[src/sv/sdvp_pkg.sv]
// Shared types, constants and lookup tables for the distance volume and pan block.
`default_nettype none

package sdvp_pkg;

   // Field widths fixed by the event format
   localparam int unsigned VOL_W   = 8;
   localparam int unsigned OFS_W   = 8;
   localparam int unsigned PAN_W   = 16;
   localparam int unsigned SQ_W    = 2 * OFS_W - 1;   // 128*128 fits in 15 bits
   localparam int unsigned DEN_W   = 16;              // sum of squares plus 8
   localparam int unsigned VDIV_W  = VOL_W + 3;       // (vol << 8) >> 5
   localparam int unsigned RDIV_W  = OFS_W + 11;      // |lat| << 11
   localparam int unsigned RREM_W  = OFS_W;           // remainder below |fwd|
   localparam int unsigned NUM_POS = 8;
   localparam int unsigned POS_W   = $clog2(NUM_POS);

   localparam logic [DEN_W-1:0] DEN_BIAS = 16'h0008;

   // Quotient bits retired in each divider stage
   localparam int unsigned DIV_STAGES = 5;
   localparam int unsigned RAT_STEPS [DIV_STAGES] = '{4, 4, 4, 4, 3};
   localparam int unsigned VOL_STEPS [DIV_STAGES] = '{3, 2, 2, 2, 2};

   // Pan words for the special cases
   localparam logic [PAN_W-1:0] PAN_CENTER     = 16'h8000;
   localparam logic [PAN_W-1:0] PAN_FAR_LEFT   = 16'h0800;
   localparam logic [PAN_W-1:0] PAN_FAR_RIGHT  = 16'hf800;

   // Descending ratio thresholds; the last one is zero
   localparam logic [PAN_W-1:0] THRESH [NUM_POS] = '{
      16'h25a0, 16'h11f0, 16'h0b00, 16'h0730,
      16'h0490, 16'h0290, 16'h00d0, 16'h0000
   };

   localparam logic [PAN_W-1:0] PAN_LEFT [NUM_POS] = '{
      16'h0800, 16'h1700, 16'h2600, 16'h3500,
      16'h4400, 16'h5300, 16'h6200, 16'h7100
   };

   localparam logic [PAN_W-1:0] PAN_RIGHT [NUM_POS] = '{
      16'hf800, 16'he900, 16'hda00, 16'hcb00,
      16'hbc00, 16'had00, 16'h9e00, 16'h8f00
   };

   // Working set of the two long divisions as it moves down the pipe
   typedef struct packed {
      logic [VDIV_W-1:0] vol_rq;    // dividend bits shifting out, quotient in
      logic [DEN_W-1:0]  vol_rem;
      logic [DEN_W-1:0]  denom;
      logic [RDIV_W-1:0] rat_rq;
      logic [RREM_W-1:0] rat_rem;
      logic [OFS_W-1:0]  afwd;
      logic              lat_zero;
      logic              fwd_zero;
      logic              lat_neg;
   } div_type;

endpackage

`default_nettype wire

[src/sv/sdvp_req_if.sv]
// Input channel carrying one sound event per beat.
`default_nettype none

interface sdvp_req_if;
   logic                              valid;
   logic                              ready;
   logic        [sdvp_pkg::VOL_W-1:0] base_volume;
   logic signed [sdvp_pkg::OFS_W-1:0] lateral_offset;
   logic signed [sdvp_pkg::OFS_W-1:0] forward_offset;

   modport source (output valid, base_volume, lateral_offset, forward_offset,
                   input ready);
   modport sink   (input valid, base_volume, lateral_offset, forward_offset,
                   output ready);
endinterface

`default_nettype wire

[src/sv/sdvp_rsp_if.sv]
// Result channel carrying attenuated volume and pan word per beat.
`default_nettype none

interface sdvp_rsp_if;
   logic                        valid;
   logic                        ready;
   logic [sdvp_pkg::VOL_W-1:0]  attenuated_volume;
   logic [sdvp_pkg::PAN_W-1:0]  pan_word;

   modport source (output valid, attenuated_volume, pan_word, input ready);
   modport sink   (input valid, attenuated_volume, pan_word, output ready);
endinterface

`default_nettype wire

[src/sv/sdvp_front.sv]
// Front end: magnitudes, squares and attenuation divisor over three stages.
`default_nettype none

module sdvp_front (
   input  wire                               clock,
   input  wire                               reset,
   input  wire                               in_valid,
   output logic                              in_ready,
   input  wire        [sdvp_pkg::VOL_W-1:0]  in_volume,
   input  wire signed [sdvp_pkg::OFS_W-1:0]  in_lat,
   input  wire signed [sdvp_pkg::OFS_W-1:0]  in_fwd,
   output logic                              out_valid,
   input  wire                               out_ready,
   output sdvp_pkg::div_type                 out_data
);

   // stage 1: magnitudes and side flags
   logic                       s1_v_ff, s1_v_in;
   logic [sdvp_pkg::VOL_W-1:0] s1_vol_ff;
   logic [sdvp_pkg::OFS_W-1:0] s1_alat_ff, s1_afwd_ff;
   logic                       s1_lz_ff, s1_fz_ff, s1_neg_ff;
   // stage 2: squares
   logic                       s2_v_ff, s2_v_in;
   logic [sdvp_pkg::VOL_W-1:0] s2_vol_ff;
   logic [sdvp_pkg::OFS_W-1:0] s2_alat_ff, s2_afwd_ff;
   logic [sdvp_pkg::SQ_W-1:0]  s2_sqlat_ff, s2_sqfwd_ff;
   logic                       s2_lz_ff, s2_fz_ff, s2_neg_ff;
   // stage 3: divisor and division start values
   logic                       s3_v_ff, s3_v_in;
   sdvp_pkg::div_type          s3_data_ff, s3_data_in;

   logic s1_ready, s2_ready, s3_ready;
   logic [sdvp_pkg::OFS_W-1:0] alat, afwd;
   logic [2*sdvp_pkg::OFS_W-1:0] sqlat, sqfwd;

   // a stage takes a beat when empty or when it hands its own beat on
   assign s3_ready = !s3_v_ff || out_ready;
   assign s2_ready = !s2_v_ff || s3_ready;
   assign s1_ready = !s1_v_ff || s2_ready;
   assign in_ready = s1_ready;

   // two's complement magnitude; -128 maps to 128 unsigned
   assign alat = in_lat[sdvp_pkg::OFS_W-1] ? (~in_lat + 1'b1) : in_lat;
   assign afwd = in_fwd[sdvp_pkg::OFS_W-1] ? (~in_fwd + 1'b1) : in_fwd;

   assign sqlat = s1_alat_ff * s1_alat_ff;
   assign sqfwd = s1_afwd_ff * s1_afwd_ff;

   // divisor and dividends for the two long divisions
   always_comb begin
      s3_data_in          = '0;
      s3_data_in.denom    = sdvp_pkg::DEN_W'(s2_sqlat_ff) + sdvp_pkg::DEN_W'(s2_sqfwd_ff)
                            + sdvp_pkg::DEN_BIAS;
      s3_data_in.vol_rq   = {s2_vol_ff, 3'b000};
      s3_data_in.rat_rq   = {s2_alat_ff, 11'b0};
      s3_data_in.afwd     = s2_afwd_ff;
      s3_data_in.lat_zero = s2_lz_ff;
      s3_data_in.fwd_zero = s2_fz_ff;
      s3_data_in.lat_neg  = s2_neg_ff;
   end

   assign s1_v_in = s1_ready ? in_valid : s1_v_ff;
   assign s2_v_in = s2_ready ? s1_v_ff  : s2_v_ff;
   assign s3_v_in = s3_ready ? s2_v_ff  : s3_v_ff;

   // valid bits
   always_ff @(posedge clock) begin
      if (reset) begin
         s1_v_ff <= 1'b0;
         s2_v_ff <= 1'b0;
         s3_v_ff <= 1'b0;
      end else begin
         s1_v_ff <= s1_v_in;
         s2_v_ff <= s2_v_in;
         s3_v_ff <= s3_v_in;
      end
   end

   // payload
   always_ff @(posedge clock) begin
      if (s1_ready && in_valid) begin
         s1_vol_ff  <= in_volume;
         s1_alat_ff <= alat;
         s1_afwd_ff <= afwd;
         s1_lz_ff   <= (in_lat == '0);
         s1_fz_ff   <= (in_fwd == '0);
         s1_neg_ff  <= in_lat[sdvp_pkg::OFS_W-1];
      end
      if (s2_ready && s1_v_ff) begin
         s2_vol_ff   <= s1_vol_ff;
         s2_alat_ff  <= s1_alat_ff;
         s2_afwd_ff  <= s1_afwd_ff;
         s2_sqlat_ff <= sqlat[sdvp_pkg::SQ_W-1:0];
         s2_sqfwd_ff <= sqfwd[sdvp_pkg::SQ_W-1:0];
         s2_lz_ff    <= s1_lz_ff;
         s2_fz_ff    <= s1_fz_ff;
         s2_neg_ff   <= s1_neg_ff;
      end
      if (s3_ready && s2_v_ff) begin
         s3_data_ff <= s3_data_in;
      end
   end

   assign out_valid = s3_v_ff;
   assign out_data  = s3_data_ff;

endmodule

`default_nettype wire

[src/sv/sdvp_div_stage.sv]
// One pipeline stage of the two restoring dividers, a few quotient bits each.
`default_nettype none

module sdvp_div_stage #(
   parameter int unsigned RatioSteps = sdvp_pkg::RAT_STEPS[0],
   parameter int unsigned VolSteps   = sdvp_pkg::VOL_STEPS[0]
) (
   input  wire                clock,
   input  wire                reset,
   input  wire                in_valid,
   output logic               in_ready,
   input  sdvp_pkg::div_type  in_data,
   output logic               out_valid,
   input  wire                out_ready,
   output sdvp_pkg::div_type  out_data
);

   logic              v_ff, v_in;
   sdvp_pkg::div_type data_ff, data_in;

   assign in_ready = !v_ff || out_ready;
   assign v_in     = in_ready ? in_valid : v_ff;

   // shift-subtract steps: dividend MSB into remainder, quotient bit into LSB
   always_comb begin
      logic [sdvp_pkg::DEN_W:0]    vtrial;
      logic [sdvp_pkg::RREM_W:0]   rtrial;
      data_in = in_data;
      for (int i = 0; i < VolSteps; i++) begin
         vtrial         = {data_in.vol_rem, data_in.vol_rq[sdvp_pkg::VDIV_W-1]};
         data_in.vol_rq = {data_in.vol_rq[sdvp_pkg::VDIV_W-2:0], 1'b0};
         if (vtrial >= {1'b0, data_in.denom}) begin
            vtrial            = vtrial - {1'b0, data_in.denom};
            data_in.vol_rq[0] = 1'b1;
         end
         data_in.vol_rem = vtrial[sdvp_pkg::DEN_W-1:0];
      end
      for (int i = 0; i < RatioSteps; i++) begin
         rtrial         = {data_in.rat_rem, data_in.rat_rq[sdvp_pkg::RDIV_W-1]};
         data_in.rat_rq = {data_in.rat_rq[sdvp_pkg::RDIV_W-2:0], 1'b0};
         if (rtrial >= {1'b0, data_in.afwd}) begin
            rtrial            = rtrial - {1'b0, data_in.afwd};
            data_in.rat_rq[0] = 1'b1;
         end
         data_in.rat_rem = rtrial[sdvp_pkg::RREM_W-1:0];
      end
   end

   always_ff @(posedge clock) begin
      if (reset) begin
         v_ff <= 1'b0;
      end else begin
         v_ff <= v_in;
      end
   end

   always_ff @(posedge clock) begin
      if (in_ready && in_valid) begin
         data_ff <= data_in;
      end
   end

   assign out_valid = v_ff;
   assign out_data  = data_ff;

endmodule

`default_nettype wire

[src/sv/sdvp_pan.sv]
// Output stage: threshold search, pan word selection and result register.
`default_nettype none

module sdvp_pan (
   input  wire                         clock,
   input  wire                         reset,
   input  wire                         in_valid,
   output logic                        in_ready,
   input  sdvp_pkg::div_type           in_data,
   output logic                        out_valid,
   input  wire                         out_ready,
   output logic [sdvp_pkg::VOL_W-1:0]  out_volume,
   output logic [sdvp_pkg::PAN_W-1:0]  out_pan
);

   logic                       v_ff, v_in;
   logic [sdvp_pkg::VOL_W-1:0] vol_ff;
   logic [sdvp_pkg::PAN_W-1:0] pan_ff, pan_in;
   logic [sdvp_pkg::PAN_W-1:0] ratio;
   logic [sdvp_pkg::POS_W-1:0] pos;

   assign in_ready = !v_ff || out_ready;
   assign v_in     = in_ready ? in_valid : v_ff;

   // ratio wraps to 16 bits
   assign ratio = in_data.rat_rq[sdvp_pkg::PAN_W-1:0];

   // first threshold met, scanning from the widest angle; the last is zero
   always_comb begin
      pos = sdvp_pkg::POS_W'(sdvp_pkg::NUM_POS - 1);
      for (int i = sdvp_pkg::NUM_POS - 2; i >= 0; i--) begin
         if (ratio >= sdvp_pkg::THRESH[i]) begin
            pos = sdvp_pkg::POS_W'(i);
         end
      end
   end

   // centered and straight-side sources bypass the search
   always_comb begin
      priority if (in_data.lat_zero) begin
         pan_in = sdvp_pkg::PAN_CENTER;
      end else if (in_data.fwd_zero) begin
         pan_in = in_data.lat_neg ? sdvp_pkg::PAN_FAR_LEFT : sdvp_pkg::PAN_FAR_RIGHT;
      end else begin
         pan_in = in_data.lat_neg ? sdvp_pkg::PAN_LEFT[pos] : sdvp_pkg::PAN_RIGHT[pos];
      end
   end

   always_ff @(posedge clock) begin
      if (reset) begin
         v_ff <= 1'b0;
      end else begin
         v_ff <= v_in;
      end
   end

   always_ff @(posedge clock) begin
      if (in_ready && in_valid) begin
         vol_ff <= in_data.vol_rq[sdvp_pkg::VOL_W-1:0];
         pan_ff <= pan_in;
      end
   end

   assign out_valid  = v_ff;
   assign out_volume = vol_ff;
   assign out_pan    = pan_ff;

endmodule

`default_nettype wire

[src/sv/sound_distance_volume_pan.sv]
// Top level of the distance volume and pan block.
//
// Takes one sound event per beat and returns one result per event, in order.
// A new event is accepted every cycle while no back-pressure stalls it; the
// input beat reaches the result register through three front stages (magnitudes,
// squares, divisor), five divider stages that each retire up to four
// quotient bits of the pan ratio and two or three bits of the volume
// quotient, and one output stage holding the threshold search and the
// result register. Every stage has its own valid bit and holds its beat
// under back-pressure, so empty stages keep filling while a result waits;
// the input stalls only once every stage is occupied.
`default_nettype none

module sound_distance_volume_pan (
   input  wire        clock,
   input  wire        reset,
   sdvp_req_if.sink   req_chan,
   sdvp_rsp_if.source rsp_chan
);

   localparam int unsigned N = sdvp_pkg::DIV_STAGES;

   logic              dv_valid [N+1];
   logic              dv_ready [N+1];
   sdvp_pkg::div_type dv_data  [N+1];

   // magnitudes, squares and divisor
   sdvp_front u_front (
      .clock     (clock),
      .reset     (reset),
      .in_valid  (req_chan.valid),
      .in_ready  (req_chan.ready),
      .in_volume (req_chan.base_volume),
      .in_lat    (req_chan.lateral_offset),
      .in_fwd    (req_chan.forward_offset),
      .out_valid (dv_valid[0]),
      .out_ready (dv_ready[0]),
      .out_data  (dv_data[0])
   );

   // divider chain
   for (genvar g = 0; g < N; g++) begin : g_div
      sdvp_div_stage #(
         .RatioSteps (sdvp_pkg::RAT_STEPS[g]),
         .VolSteps   (sdvp_pkg::VOL_STEPS[g])
      ) u_stage (
         .clock     (clock),
         .reset     (reset),
         .in_valid  (dv_valid[g]),
         .in_ready  (dv_ready[g]),
         .in_data   (dv_data[g]),
         .out_valid (dv_valid[g+1]),
         .out_ready (dv_ready[g+1]),
         .out_data  (dv_data[g+1])
      );
   end

   // pan selection and result register
   sdvp_pan u_pan (
      .clock      (clock),
      .reset      (reset),
      .in_valid   (dv_valid[N]),
      .in_ready   (dv_ready[N]),
      .in_data    (dv_data[N]),
      .out_valid  (rsp_chan.valid),
      .out_ready  (rsp_chan.ready),
      .out_volume (rsp_chan.attenuated_volume),
      .out_pan    (rsp_chan.pan_word)
   );

endmodule

`default_nettype wire
[src/flat_wrapper.sv]
// flat-port wrapper written by rule: the top's interface ports become plain ports
module sound_distance_volume_pan_flat 
  (clock, reset, req_chan_valid, req_chan_base_volume, req_chan_lateral_offset, req_chan_forward_offset, req_chan_ready, rsp_chan_valid, rsp_chan_attenuated_volume, rsp_chan_pan_word, rsp_chan_ready);
  sdvp_req_if req_chan_i ();
  sdvp_rsp_if rsp_chan_i ();
  input  wire clock;
  input  wire reset;
  input wire logic [$bits(req_chan_i.valid)-1:0] req_chan_valid;
  input wire logic [$bits(req_chan_i.base_volume)-1:0] req_chan_base_volume;
  input wire logic [$bits(req_chan_i.lateral_offset)-1:0] req_chan_lateral_offset;
  input wire logic [$bits(req_chan_i.forward_offset)-1:0] req_chan_forward_offset;
  output wire logic [$bits(req_chan_i.ready)-1:0] req_chan_ready;
  output wire logic [$bits(rsp_chan_i.valid)-1:0] rsp_chan_valid;
  output wire logic [$bits(rsp_chan_i.attenuated_volume)-1:0] rsp_chan_attenuated_volume;
  output wire logic [$bits(rsp_chan_i.pan_word)-1:0] rsp_chan_pan_word;
  input wire logic [$bits(rsp_chan_i.ready)-1:0] rsp_chan_ready;
  assign req_chan_i.valid = req_chan_valid;
  assign req_chan_i.base_volume = req_chan_base_volume;
  assign req_chan_i.lateral_offset = req_chan_lateral_offset;
  assign req_chan_i.forward_offset = req_chan_forward_offset;
  assign req_chan_ready = req_chan_i.ready;
  assign rsp_chan_valid = rsp_chan_i.valid;
  assign rsp_chan_attenuated_volume = rsp_chan_i.attenuated_volume;
  assign rsp_chan_pan_word = rsp_chan_i.pan_word;
  assign rsp_chan_i.ready = rsp_chan_ready;
  sound_distance_volume_pan u_core (.clock(clock), .reset(reset), .req_chan(req_chan_i), .rsp_chan(rsp_chan_i));
endmodule
[config.mk]
export PLATFORM = sky130hd
export DESIGN_NAME = sound_distance_volume_pan_flat
export DESIGN_NICKNAME = d
export VERILOG_FILES = /design/src/sv/sdvp_pkg.sv /design/src/sv/sdvp_req_if.sv /design/src/sv/sdvp_rsp_if.sv /design/src/sv/sdvp_front.sv /design/src/sv/sdvp_div_stage.sv /design/src/sv/sdvp_pan.sv /design/src/sv/sound_distance_volume_pan.sv /design/src/flat_wrapper.sv
export SDC_FILE = /design/constraint.sdc
export NUM_CORES = 1
export LEC_CHECK = 0
export BUFFER_PORTS_ARGS = -buffer_cell sky130_fd_sc_hd__clkbuf_2
export CORE_UTILIZATION = 51
export CTS_BUF_LIST = sky130_fd_sc_hd__clkbuf_8
export DETAILED_ROUTE_END_ITERATION = 8
export PLACE_DENSITY = 0.71
export REMOVE_ABC_BUFFERS = 1
export SLEW_MARGIN = 25
export SYNTH_ARGS = -nofsm -noshare
export SYNTH_HDL_FRONTEND = slang
export SYNTH_HIERARCHICAL = 1
export SYNTH_SLANG_ARGS = --single-unit
[constraint.sdc]
create_clock -name clock -period 10.1 [get_ports clock]
set_input_delay 1.01 -clock clock [delete_from_list [all_inputs] [get_ports clock]]
set_output_delay 1.01 -clock clock [all_outputs]
set_load 0.02 [all_outputs]
==> results of run 1 <==
==> timing repair <==
item	in CTS	in global routing
hold endpoints to repair	0	0
gates resized for setup	0	2
buffers inserted	0	0
endpoints found under the setup margin	0	8
==> cell type report <==
type	count	area, um2	area share (%)
multi-input cells	2413	19800	53.3
inverters	335	1260	3.39
clock buffers	83	1140	3.07
diodes	1	2.50	0.00672
well taps	873	1090	2.94
repair buffers	54	313	0.841
clock inverters	54	484	1.30
flip-flops and latches	439	13100	35.2
==> state kept, by name, summed over array words and instances (netlist names), 5 cells and up <==
name / flops
u_core/u_front/s2_sqfwd_ff: 13
u_core/u_front/s2_vol_ff: 8
u_core/u_front/s1_alat_ff: 8
u_core/u_pan/out_pan: 8
u_core/g_div.u_stage/out_valid: 5
u_core/u_front/s1_afwd_ff: 8
u_core/u_front/s2_afwd_ff: 8
u_core/u_front/out_data: 43
u_core/g_div.u_stage/out_data: 291
u_core/u_front/s2_alat_ff: 8
u_core/u_pan/out_volume: 8
u_core/u_front/s1_vol_ff: 8
u_core/u_front/s2_sqlat_ff: 13
==> power groups by stage <==
stage               logic [mW]  clock network, mW  registers (mW)
floorplan                 4.10                  0            2.43
global placement          4.94                  0            2.47
detailed placement        5.01                  0            2.47
CTS                       5.05               1.76            2.43
global route              5.63               1.83            2.44
finish                    5.07               1.70            2.43
==> metrics by stage <==
stage	power, mW	hold WS [ps]
after floorplan	6.53	400
after global placement	7.41	400
after detailed placement	7.47	405
after CTS	9.24	408
after global routing	9.90	417
final	9.21	411
==> worst max path at each step <==
stage | endpoint | slack, ps | cells past startpoint
2_1_floorplan | u_core/g_div[1].u_stage/out_data[15]$_DFFE_PP_ | 1810 | 34
3_3_place_gp | u_core/g_div[1].u_stage/out_data[18]$_DFFE_PP_ | 550 | 34
3_5_place_dp | u_core/g_div[1].u_stage/out_data[15]$_DFFE_PP_ | 530 | 34
4_1_cts | u_core/g_div[1].u_stage/out_data[17]$_DFFE_PP_ | 510 | 34
5_1_grt | u_core/g_div[1].u_stage/out_data[17]$_DFFE_PP_ | 70 | 34
6_report | u_core/g_div[1].u_stage/out_data[17]$_DFFE_PP_ | 650 | 34
==> placed cells by master (no fill, tap or decap), types with 41 or more instances in the layout <==
cell type and n:
sky130_fd_sc_hd__a21oi_1 180, sky130_fd_sc_hd__and2_1 44, sky130_fd_sc_hd__nor2b_1 68, sky130_fd_sc_hd__mux2_2 146, sky130_fd_sc_hd__ha_1 386, sky130_fd_sc_hd__o21ai_0 124
sky130_fd_sc_hd__clkbuf_2 45, sky130_fd_sc_hd__inv_1 353, sky130_fd_sc_hd__xor2_1 76, sky130_fd_sc_hd__conb_1 43, sky130_fd_sc_hd__nand4_1 51, sky130_fd_sc_hd__nand3_1 41
sky130_fd_sc_hd__nand2_1 127, sky130_fd_sc_hd__xnor2_1 149, sky130_fd_sc_hd__clkbuf_8 83, sky130_fd_sc_hd__nor2_1 171, sky130_fd_sc_hd__edfxtp_1 430, sky130_fd_sc_hd__fa_1 72
sky130_fd_sc_hd__o21a_1 65, sky130_fd_sc_hd__nor3_1 59, sky130_fd_sc_hd__a21o_1 83
==> metal layers <==
metal / vias to the layer above / track usage [%]
li1: 12000 / -
met2: 436 / 33.5
met4: 0 / 7.32
met3: 128 / 2.47
met5: - / 0
met1: 11200 / 27.6
==> critical path, delay by kind of cell (launching register included) <==
family | cells | cell delay (ps)
adders and majority gates | 4 | 1150
AOI/OAI and AO/OA | 18 | 4610
muxes | 3 | 1100
buffers and inverters | 4 | 810
DFF | 1 | 510
and+or+nand+nor | 5 | 1010
==> summary by stage, run 1 <==
Run status
The flow ran to the end, and the final reports show no timing, DRC or antenna violations.

Die
The core region is 0.0670 mm2. In this run the horizontal extent of the chip is 262 um. The area enclosed by the die boundary is 0.0687 mm2.

The floorplan has 95 rows. The die is 262 um tall. The I/O pin total is 54.

The initial utilization of the core area, before any placement, comes to 51.5%.

Logic synthesis
The average instance area after synthesis is 10.7 um2. The number of warning messages in the yosys log is 6. The area of the mapped netlist is 0.0345 mm2. The cell count after synthesis is 3223.

Critical path
The required time of the worst setup path is 10470 ps. STA classifies the critical path endpoint as a register. The cell with the largest stage delay on the worst path is sky130_fd_sc_hd__edfxtp_1. In this run the critical register-to-register path is launched from u_core/g_div[0].u_stage/out_data[4]$_DFFE_PP_. Along the worst path, the maximum fanout reaches 16. Data arrives at the worst endpoint at 9820 ps. In this design, the stage delay of the slowest critical-path cell is 510 ps.

The critical path is of the register to register type. The critical path launch point is u_core/g_div[0].u_stage/out_data[4]$_DFFE_PP_. The cell count of the worst reg-to-reg path is 34. The nature of the critical path startpoint is a register.

The worst reg2reg path endpoint is u_core/g_div[1].u_stage/out_data[17]$_DFFE_PP_. The internal reg-to-reg setup slack is 650 ps.

Pwr
The switching power share of the total is 37.6%. The clock network power share is 18.5%. The switching power summed over all nets is 3.46 mW. The leakage power is 15.5 nW. The part of the total power dissipated in sequential elements is 26.4%. Combinational cells account for 55.1% of the total power. Internal power comes to 5.74 mW. The total power divided by cell area is 247 mW/mm2. The maximum vdd ir drop is 0.000227 V.

Routing
Summed over all layers, the routed wires come to 69600 um. The highest routing layer actually used is met4. In the routed layout, each cell is associated on average with a via count of 5.61. The total met2 wirelength after detailed routing is 32300 um.

In this run the remaining antenna-violating nets after routing total 0. After detailed routing, the number of remaining DRC violations is 0. Detailed routing placed a total of 2310 um of wire on met3. Across all layers, the routed design uses 23800 vias. The wire length on met1 is 32900 um. Dividing the detail-routed wire length by the instance count gives 16.4 um.

The pre-antenna-repair detailed-routing pass consisted of 6 iterations. For this block, the initial DRC count from the detailed router was 1401.

STA
At the pin with the least slew margin, the transition time is 993 ps. After layout, the worst path uses 93.5% of the clock period. The count of pins over their slew limit was 0.

Setup violations remaining at the end of the flow were counted as 0. The fmax is 106 MHz. In this run the tightest slew margin relative to its limit is 33.8%. The slack of the critical path is 654 ps. The count of endpoints failing hold in the final timing report came to 0. The clock skew is 33.2 ps.

Setup repair after global routing left no endpoint under its margin. The sum of negative setup slack is 0 ps. The time the worst path needs with I/O delays and setup is 9450 ps.

Clock tree
The H-tree depth reported by CTS is 3. The post-CTS clock slew at the launch and capture registers of the worst setup and hold paths is 60 ps. Counting along the longest clock path gives a buffer depth of 3. The number of buffers added by the clock tree synthesis step is 75. TritonCTS built the clock tree. The latest clock arrival within the worst-skew pair is 650 ps. In this run the clock root is driven by a sky130_fd_sc_hd__clkbuf_8. For this design, the CTS-stage hold fixing added 0 buffers. The clock sink total is 439.

Layout
The count of cells in the finished layout, fillers not included, comes to 4252. In the final design database the tool counted 3804 nets. From synthesis to final layout, the design area changed by 7.78%. The number of filler instances in the final layout is 5736. The final design utilization is 55.5%. The proportion of layout cells with a drive suffix above 1 is 12.0%. Summing all non-filler instances in the final layout gives an area of 0.0372 mm2.

Place
At the end of routability-driven placement, the weighted congestion stood at 0.879. The cell count after placement is 4113. The number of buffers added on ports is 45. Once detailed placement completed, the half-perimeter wirelength came to 54500 um. The area of placed instances is 0.0355 mm2.

The worst setup slack before clock tree synthesis is 530 ps.

GRT
The pin count of the biggest net entering global routing is 72. The aggregate global routing overflow is 0. The number of antenna violations at the first check in global routing is 1.

The first global-routing pass estimated 113000 um of wire. The global-route total usage across every layer is 20.3%. The via count of the first global-routing pass came to 23000.

Run
Across the run, the number of max-cap violations was 0.

Worst hold path
The worst hold path depth is 0. The path with the worst hold slack has its endpoint at u_core/g_div[3].u_stage/out_data[1]$_DFFE_PP_. The worst hold path begins at u_core/g_div[2].u_stage/out_data[1]$_DFFE_PP_. The type of the tightest min-delay check is register to register.
Note: power is estimated with default switching activity, not from simulation.
==> run 2, diff against run 1 <==
- BUFFER_PORTS_ARGS: -buffer_cell sky130_fd_sc_hd__clkbuf_2 -> -buffer_cell sky130_fd_sc_hd__buf_2
- CORE_UTILIZATION: 51 -> 40
- PLACE_DENSITY: 0.71 -> 0.59
==> summary by stage, run 2 (synthesis results as in run 1) <==
Run status
The flow ran to the end, and the final reports show no timing, DRC or antenna violations.

STA
The transition time at the pin with the least slew margin is 952 ps (-41.2 ps). The clock skew is 28.1 ps (-5.10 ps). The worst slew margin relative to its limit is 36.5% (+2.7 points). The number of endpoints failing setup at the final stage is 0 (unchanged).

The sum of negative setup slack is 0 ps (unchanged). Setup repair after global routing left no endpoint under its margin. The fmax is 108 MHz (+2.0%). The time the worst path needs with I/O delays and setup is 9260 ps (-187 ps). The count of pins over their slew limit was 0 (unchanged). The worst slack on hold paths is 407 ps (-3.85 ps).

The count of endpoints failing hold in the final timing report is 0 (unchanged). The final worst-path cycle share is 91.7% (-1.9 points).

Critical path
The worst setup path is launched from a register. The sum of buffers and inverters on the critical path is 4 (unchanged). The critical path launch point is u_core/g_div[0].u_stage/out_data[4]$_DFFE_PP_. The largest delay contributor family on the critical path is compound AO/OA/AOI/OAI gates. The top fanout value on the critical path is 16 (unchanged). The worst setup path is of the register to register kind. The worst setup path is captured at a register.

The internal reg-to-reg setup slack came to 840 ps (+190 ps). The maximum single-stage delay on the critical path was 530 ps (+20 ps). The endpoint arrival time on the critical path came to 9650 ps (-170 ps). The cell with the largest stage delay on the worst path is sky130_fd_sc_hd__edfxtp_1.

The required time of the worst setup path came to 10490 ps (+20 ps). In this run the critical register-to-register path is launched from u_core/g_div[0].u_stage/out_data[4]$_DFFE_PP_.

Clock tree
The clock root buffer is sky130_fd_sc_hd__clkbuf_8. The post-CTS clock slew at the launch and capture registers of the worst setup and hold paths was 60 ps (about the same). The maximum clock path buffer count came to 3 (unchanged). The H-tree depth reported by CTS was 3 (unchanged). The TritonCTS clock tree is built.

The number of post-CTS setup repair buffers is 0 (unchanged). The clock sink total is 439 (unchanged). The latest clock arrival within the worst-skew pair is 660 ps (about the same).

The number of buffers added by the clock tree synthesis step was 76 (+1.3%).

Layout
In the layout the commonest cells are sky130_fd_sc_hd__edfxtp_1 (430), sky130_fd_sc_hd__ha_1 (386), sky130_fd_sc_hd__inv_1 (349). The flip-flop count of the largest register after layout is 291 (unchanged). The number of filler instances in the final layout came to 8075 (+41%). The number of nets in the layout is 3807 (+0.079%). The proportion of layout cells with a drive suffix above 1 was 12.0% (unchanged).

The most common cell after layout, fill and taps aside is sky130_fd_sc_hd__edfxtp_1. The final cell count without fillers is 4524 (+6.4%). Relative to the synthesized area, the layout overhead comes to 8.51%.

Place
The HPWL after detailed placement is 56800 um (+4.3%). The final weighted congestion in routability-driven placement is 0.854 (-2.8%). The number of buffers added on ports is 45 (unchanged).

The cell count after placement is 4385 (+6.6%).

GRT
The met2 layer usage reported by global route was 27.6% (-5.9 points). The global-route track usage on met1 is 22.9% (-4.7 points). The number of antenna violations at the first check in global routing is 2 (+1). The via count of the first global-routing pass is 23200 (+0.81%). The pin count of the biggest net entering global routing came to 72 (unchanged). The global-route total usage across every layer was 16.7% (-3.6 points). The aggregate global routing overflow is 0 (unchanged). The global-route wire length before repair is 118000 um (+4.3%). The routing layer with the top usage in global route is met2. The met3 layer usage reported by global route was 2.35% (-0.12 points).

Die
The I/O pin total is 54 (unchanged). The floorplan core area is 0.0853 mm2 (+27%). The die width is 296 um (+13%).

The area enclosed by the die boundary is 0.0875 mm2 (+27%). The overall die height was 296 um (+13%). The effective utilization at floorplan came to 40.5% (-11 points). The number of rows in the core area is 107 (+13%).

Worst hold path
The origin of the worst min-delay path is u_core/u_front/s1_vol_ff[3]$_DFFE_PP_. The type of the tightest min-delay check is register to register.

Routing
The post-detailed-route via-to-cell ratio came to 5.21 (-7.1%). The first-pass detailed-route iteration total is 6 (unchanged). The number of remaining DRC errors is 0 (unchanged).

The detailed-route via count is 23600 (-1.2%). The number of design-rule violations left by the first detailed-router iteration is 1170 (-16%). The detailed-route wire length is 72600 um (+4.2%).

The final routed wire length divided by cell count is 16.0 um (-2.0%). The count of nets left with antenna violations after detail routing is 0 (unchanged).

Pwr
The leakage power was 15.5 nW (-0.44%). The maximum vdd ir drop is 0.000197 V (-13%). The total power divided by cell area is 243 mW/mm2 (-1.7%).

Run
The total of max-cap violations is 0 (unchanged).
## run 2: final cells by class
cell class              instances  area (um2)  share of cell area [%]
inverters                     335        1260                    3.36
repair buffers                 56         340                   0.908
clock inverters                52         368                   0.982
multi-input cells            2413       19800                    52.9
diodes                          2        5.00                  0.0134
clock buffers                  83        1140                    3.05
well taps                    1144        1430                    3.82
flip-flops and latches        439       13100                    34.9
## run 2: repair_timing
action | CTS | global route
resized for setup | 0 | 3
hold buffers | 0 | 0
setup endpoints to repair | 0 | 10
## run 2: power breakdown
| group | internal, mW | switching, mW | leakage [nW] |
|---|---|---|---|
| combinational | 2.39 | 2.68 | 10.6 |
| clock | 0.886 | 0.722 | 0.834 |
| sequential | 2.36 | 0.0736 | 4.01 |
| total | 5.64 | 3.48 | 15.5 |
## run 2: through the flow
step / power [mW] / cell area, um2 / util, % / worst slack, ps
6_report: 9.11 / 37500 / 43.9 / 841
5_1_grt: 9.87 / 37500 / 43.9 / 120
4_1_cts: 9.17 / 37400 / 43.9 / 589
3_5_place_dp: 7.48 / 35900 / 42.1 / 608
3_3_place_gp: 7.47 / 35900 / 42.1 / 653
2_1_floorplan: 6.53 / 34100 / - / 1810
## run 2: path summary, 6_finish.rpt
| kind | cells past startpoint | endpoint |
|---|---|---|
| hold reg to reg | 0 | u_core/u_front/s2_vol_ff[3]$_DFFE_PP_ |
| hold / removal | 0 | u_core/u_front/s2_vol_ff[3]$_DFFE_PP_ |
| setup / recovery | 34 | u_core/g_div[1].u_stage/out_data[18]$_DFFE_PP_ |
| setup reg to reg | 34 | u_core/g_div[1].u_stage/out_data[18]$_DFFE_PP_ |
## run 2: per-layer routing
metal | vias up | part of all wire (%)
met2 | 322 | 46
met1 | 11100 | 49
li1 | 12100 | -
met4 | 0 | 2.0
met5 | - | 0
met3 | 105 | 2.9
## run 2: worst reg2reg max path, delay by kind of cell, from the launching register on
family	cells	cell delay (ps)
and+or+nand+nor	5	1040
AOI/OAI and AO/OA	18	4580
adders and majority gates	4	1160
DFF	1	530
buffers and inverters	4	600
muxes	3	1110
==> run 3, diff against run 2 <==
- CELL_PAD_IN_SITES_DETAIL_PLACEMENT: not set -> 1
- CELL_PAD_IN_SITES_GLOBAL_PLACEMENT: not set -> 1
- PLACE_DENSITY: 0.59 -> 0.69
==> summary by stage, run 3 (synthesis results as in run 1) <==
Run status
The run finished with clean final reports.

Pwr
The maximum vdd ir drop is 0.000174 V (-12%). The leakage power was 15.4 nW (about the same). The total power divided by cell area is 245 mW/mm2 (+0.75%).

Critical path
In this design, the largest share of critical-path delay is due to compound AO/OA/AOI/OAI gates. The sum of buffers and inverters on the critical path came to 3 (-1). On the critical path, the stage with the largest delay is an instance of sky130_fd_sc_hd__edfxtp_1. The origin of the critical flop-to-flop path is u_core/g_div[0].u_stage/out_data[4]$_DFFE_PP_. The worst setup path category is register to register. The worst setup path is launched from a register. The top fanout value on the critical path was 16 (unchanged). The type of element capturing the critical path is a register. The critical path launch point is u_core/g_div[0].u_stage/out_data[4]$_DFFE_PP_.

The maximum single-stage delay on the critical path is 490 ps (-40 ps). The required time of the worst setup path is 10500 ps (about the same). The endpoint arrival time on the critical path is 9910 ps (+260 ps).

Layout
The proportion of layout cells with a drive suffix above 1 is 11.8% (-0.19 points). The number of nets in the layout was 3803 (-0.11%). The flip-flop count of the largest register after layout came to 291 (unchanged). The final design utilization came to 43.8% (-0.11 points). The design area came to 0.0374 mm2 (-0.26%). The number of filler instances in the final layout was 9511 (+18%). In the layout the commonest cells are sky130_fd_sc_hd__edfxtp_1 (430), sky130_fd_sc_hd__ha_1 (386), sky130_fd_sc_hd__inv_1 (356). The most common cell after layout, fill and taps aside is sky130_fd_sc_hd__edfxtp_1. The area overhead of the layout relative to synthesis is 8.23%.

Die
The floorplan core area is 0.0853 mm2 (unchanged). The overall die height is 296 um (unchanged). The number of rows in the core area is 107 (unchanged).

The area enclosed by the die boundary is 0.0875 mm2 (unchanged). The effective utilization at floorplan came to 40.5% (unchanged). The I/O pin total is 54 (unchanged).

The die width is 296 um (unchanged).

Place
The number of buffers added on ports came to 45 (unchanged). The area of placed instances is 0.0359 mm2 (unchanged). The HPWL after detailed placement is 64200 um (+13%). The final weighted congestion in routability-driven placement is 0.892 (+4.5%). The worst setup slack before clock tree synthesis is 301 ps (-307 ps).

STA
The number of endpoints failing setup at the final stage came to 0 (unchanged). The transition time at the pin with the least slew margin came to 982 ps (+30.1 ps). The count of endpoints failing hold in the final timing report was 0 (unchanged). The fmax is 105 MHz (-2.7%). The sum of negative setup slack is 0 ps (unchanged). The slack of the critical path is 584 ps (-257 ps). The final worst-path cycle share is 94.2% (+2.5 points).

Setup repair after global routing left no endpoint under its margin. The time the worst path needs with I/O delays and setup is 9520 ps (+257 ps). The count of pins over their slew limit was 0 (unchanged). The worst slack on hold paths is 410 ps (+2.72 ps). The clock skew came to 20.9 ps (-7.24 ps).

The worst slew margin relative to its limit came to 34.5% (-2.0 points).

Run
The total of max-cap violations was 0 (unchanged).

Worst hold path
In this run the most critical hold path is launched from u_core/g_div[0].u_stage/out_data[1]$_DFFE_PP_. The tightest min-delay check is of the register to register type.

Routing
The count of nets left with antenna violations after detail routing is 0 (unchanged). The detailed-route via count is 24100 (+2.1%). The wire length on met1 is 38400 um (+7.2%). The total met2 wirelength after detailed routing is 38000 um (+15%).

The final routed wire length divided by cell count is 17.7 um (+10%). The number of design-rule violations left by the first detailed-router iteration came to 1036 (-11%). The detailed-route wire length is 79900 um (+10%). The number of remaining DRC errors was 0 (unchanged). The post-detailed-route via-to-cell ratio is 5.32 (+2.2%). The first-pass detailed-route iteration total is 5 (-1). The sum of met3 wire segment lengths after detailed routing is 1730 um (-19%). The detailed router used layers up to and including met4.

GRT
The number of antenna violations at the first check in global routing is 2 (unchanged). The global-route total usage across every layer was 18.5% (+1.7 points). The pin count of the biggest net entering global routing is 72 (unchanged).

The global-route wire length before repair is 130000 um (+10%). The via count of the first global-routing pass came to 25200 (+8.6%). The aggregate global routing overflow is 0 (unchanged).

Clock tree
The post-cts hold buffer count is 0 (unchanged). The number of buffers added by the clock tree synthesis step is 73 (-3.9%). The post-CTS clock slew at the launch and capture registers of the worst setup and hold paths was 60 ps (about the same).

The H-tree depth reported by CTS is 3 (unchanged). The root buffer cell chosen for the clock tree is sky130_fd_sc_hd__clkbuf_8. The number of post-CTS setup repair buffers is 0 (unchanged).

The count of cells resized by post-cts repair is 0 (unchanged). The latest clock arrival within the worst-skew pair was 660 ps (about the same). The TritonCTS clock tree is built. The maximum clock path buffer count is 3 (unchanged).

The clock sink total is 439 (unchanged).
run 3: cell type report:
cell class | count | area [um2] | share of cell area [%]
Inverter | 335 | 1260 | 3.37
Sequential cell | 439 | 13100 | 35.0
Multi-Input combinational cell | 2413 | 19800 | 53.1
Antenna cell | 2 | 5.00 | 0.0134
Timing Repair Buffer | 55 | 320 | 0.857
Clock inverter | 52 | 314 | 0.840
Tap cell | 1144 | 1430 | 3.83
Clock buffer | 80 | 1100 | 2.95
run 3: worst paths after layout:
kind                                                    end  slack (ps)  cells after the start
max          u_core/g_div[1].u_stage/out_data[17]$_DFFE_PP_         580                     33
min           u_core/g_div[1].u_stage/out_data[1]$_DFFE_PP_         410                      0
max reg2reg  u_core/g_div[1].u_stage/out_data[17]$_DFFE_PP_         580                     33
min reg2reg   u_core/g_div[1].u_stage/out_data[1]$_DFFE_PP_         410                      0
run 3: power breakdown:
part | leakage (nW) | switching (mW) | internal [mW]
clock network | 0.821 | 0.722 | 0.810
registers | 4.01 | 0.0793 | 2.36
logic | 10.6 | 2.78 | 2.41
run 3: metrics by stage:
| stage | total power, mW | cells |
|---|---|---|
| 2_1_floorplan | 6.53 | 3187 |
| 3_3_place_gp | 7.52 | 4385 |
| 3_5_place_dp | 7.63 | 4385 |
| 4_1_cts | 9.25 | 4517 |
| 5_1_grt | 9.87 | 4520 |
| 6_report | 9.16 | 4520 |
run 3: worst reg2reg max path, delay by kind of cell (launching register included):
family	cells	cell delay (ps)
flops	1	490
buf+inv	3	630
fa+ha+maj	4	1230
compound gates	18	4710
simple gates	5	1010
mux	3	1200
run 3: metal layers:
layer  up-vias  track usage, %
met3       100            2.37
met4         0            5.09
li1      12000               -
met1     11700            24.5
met2       255            31.6
met5         -               0
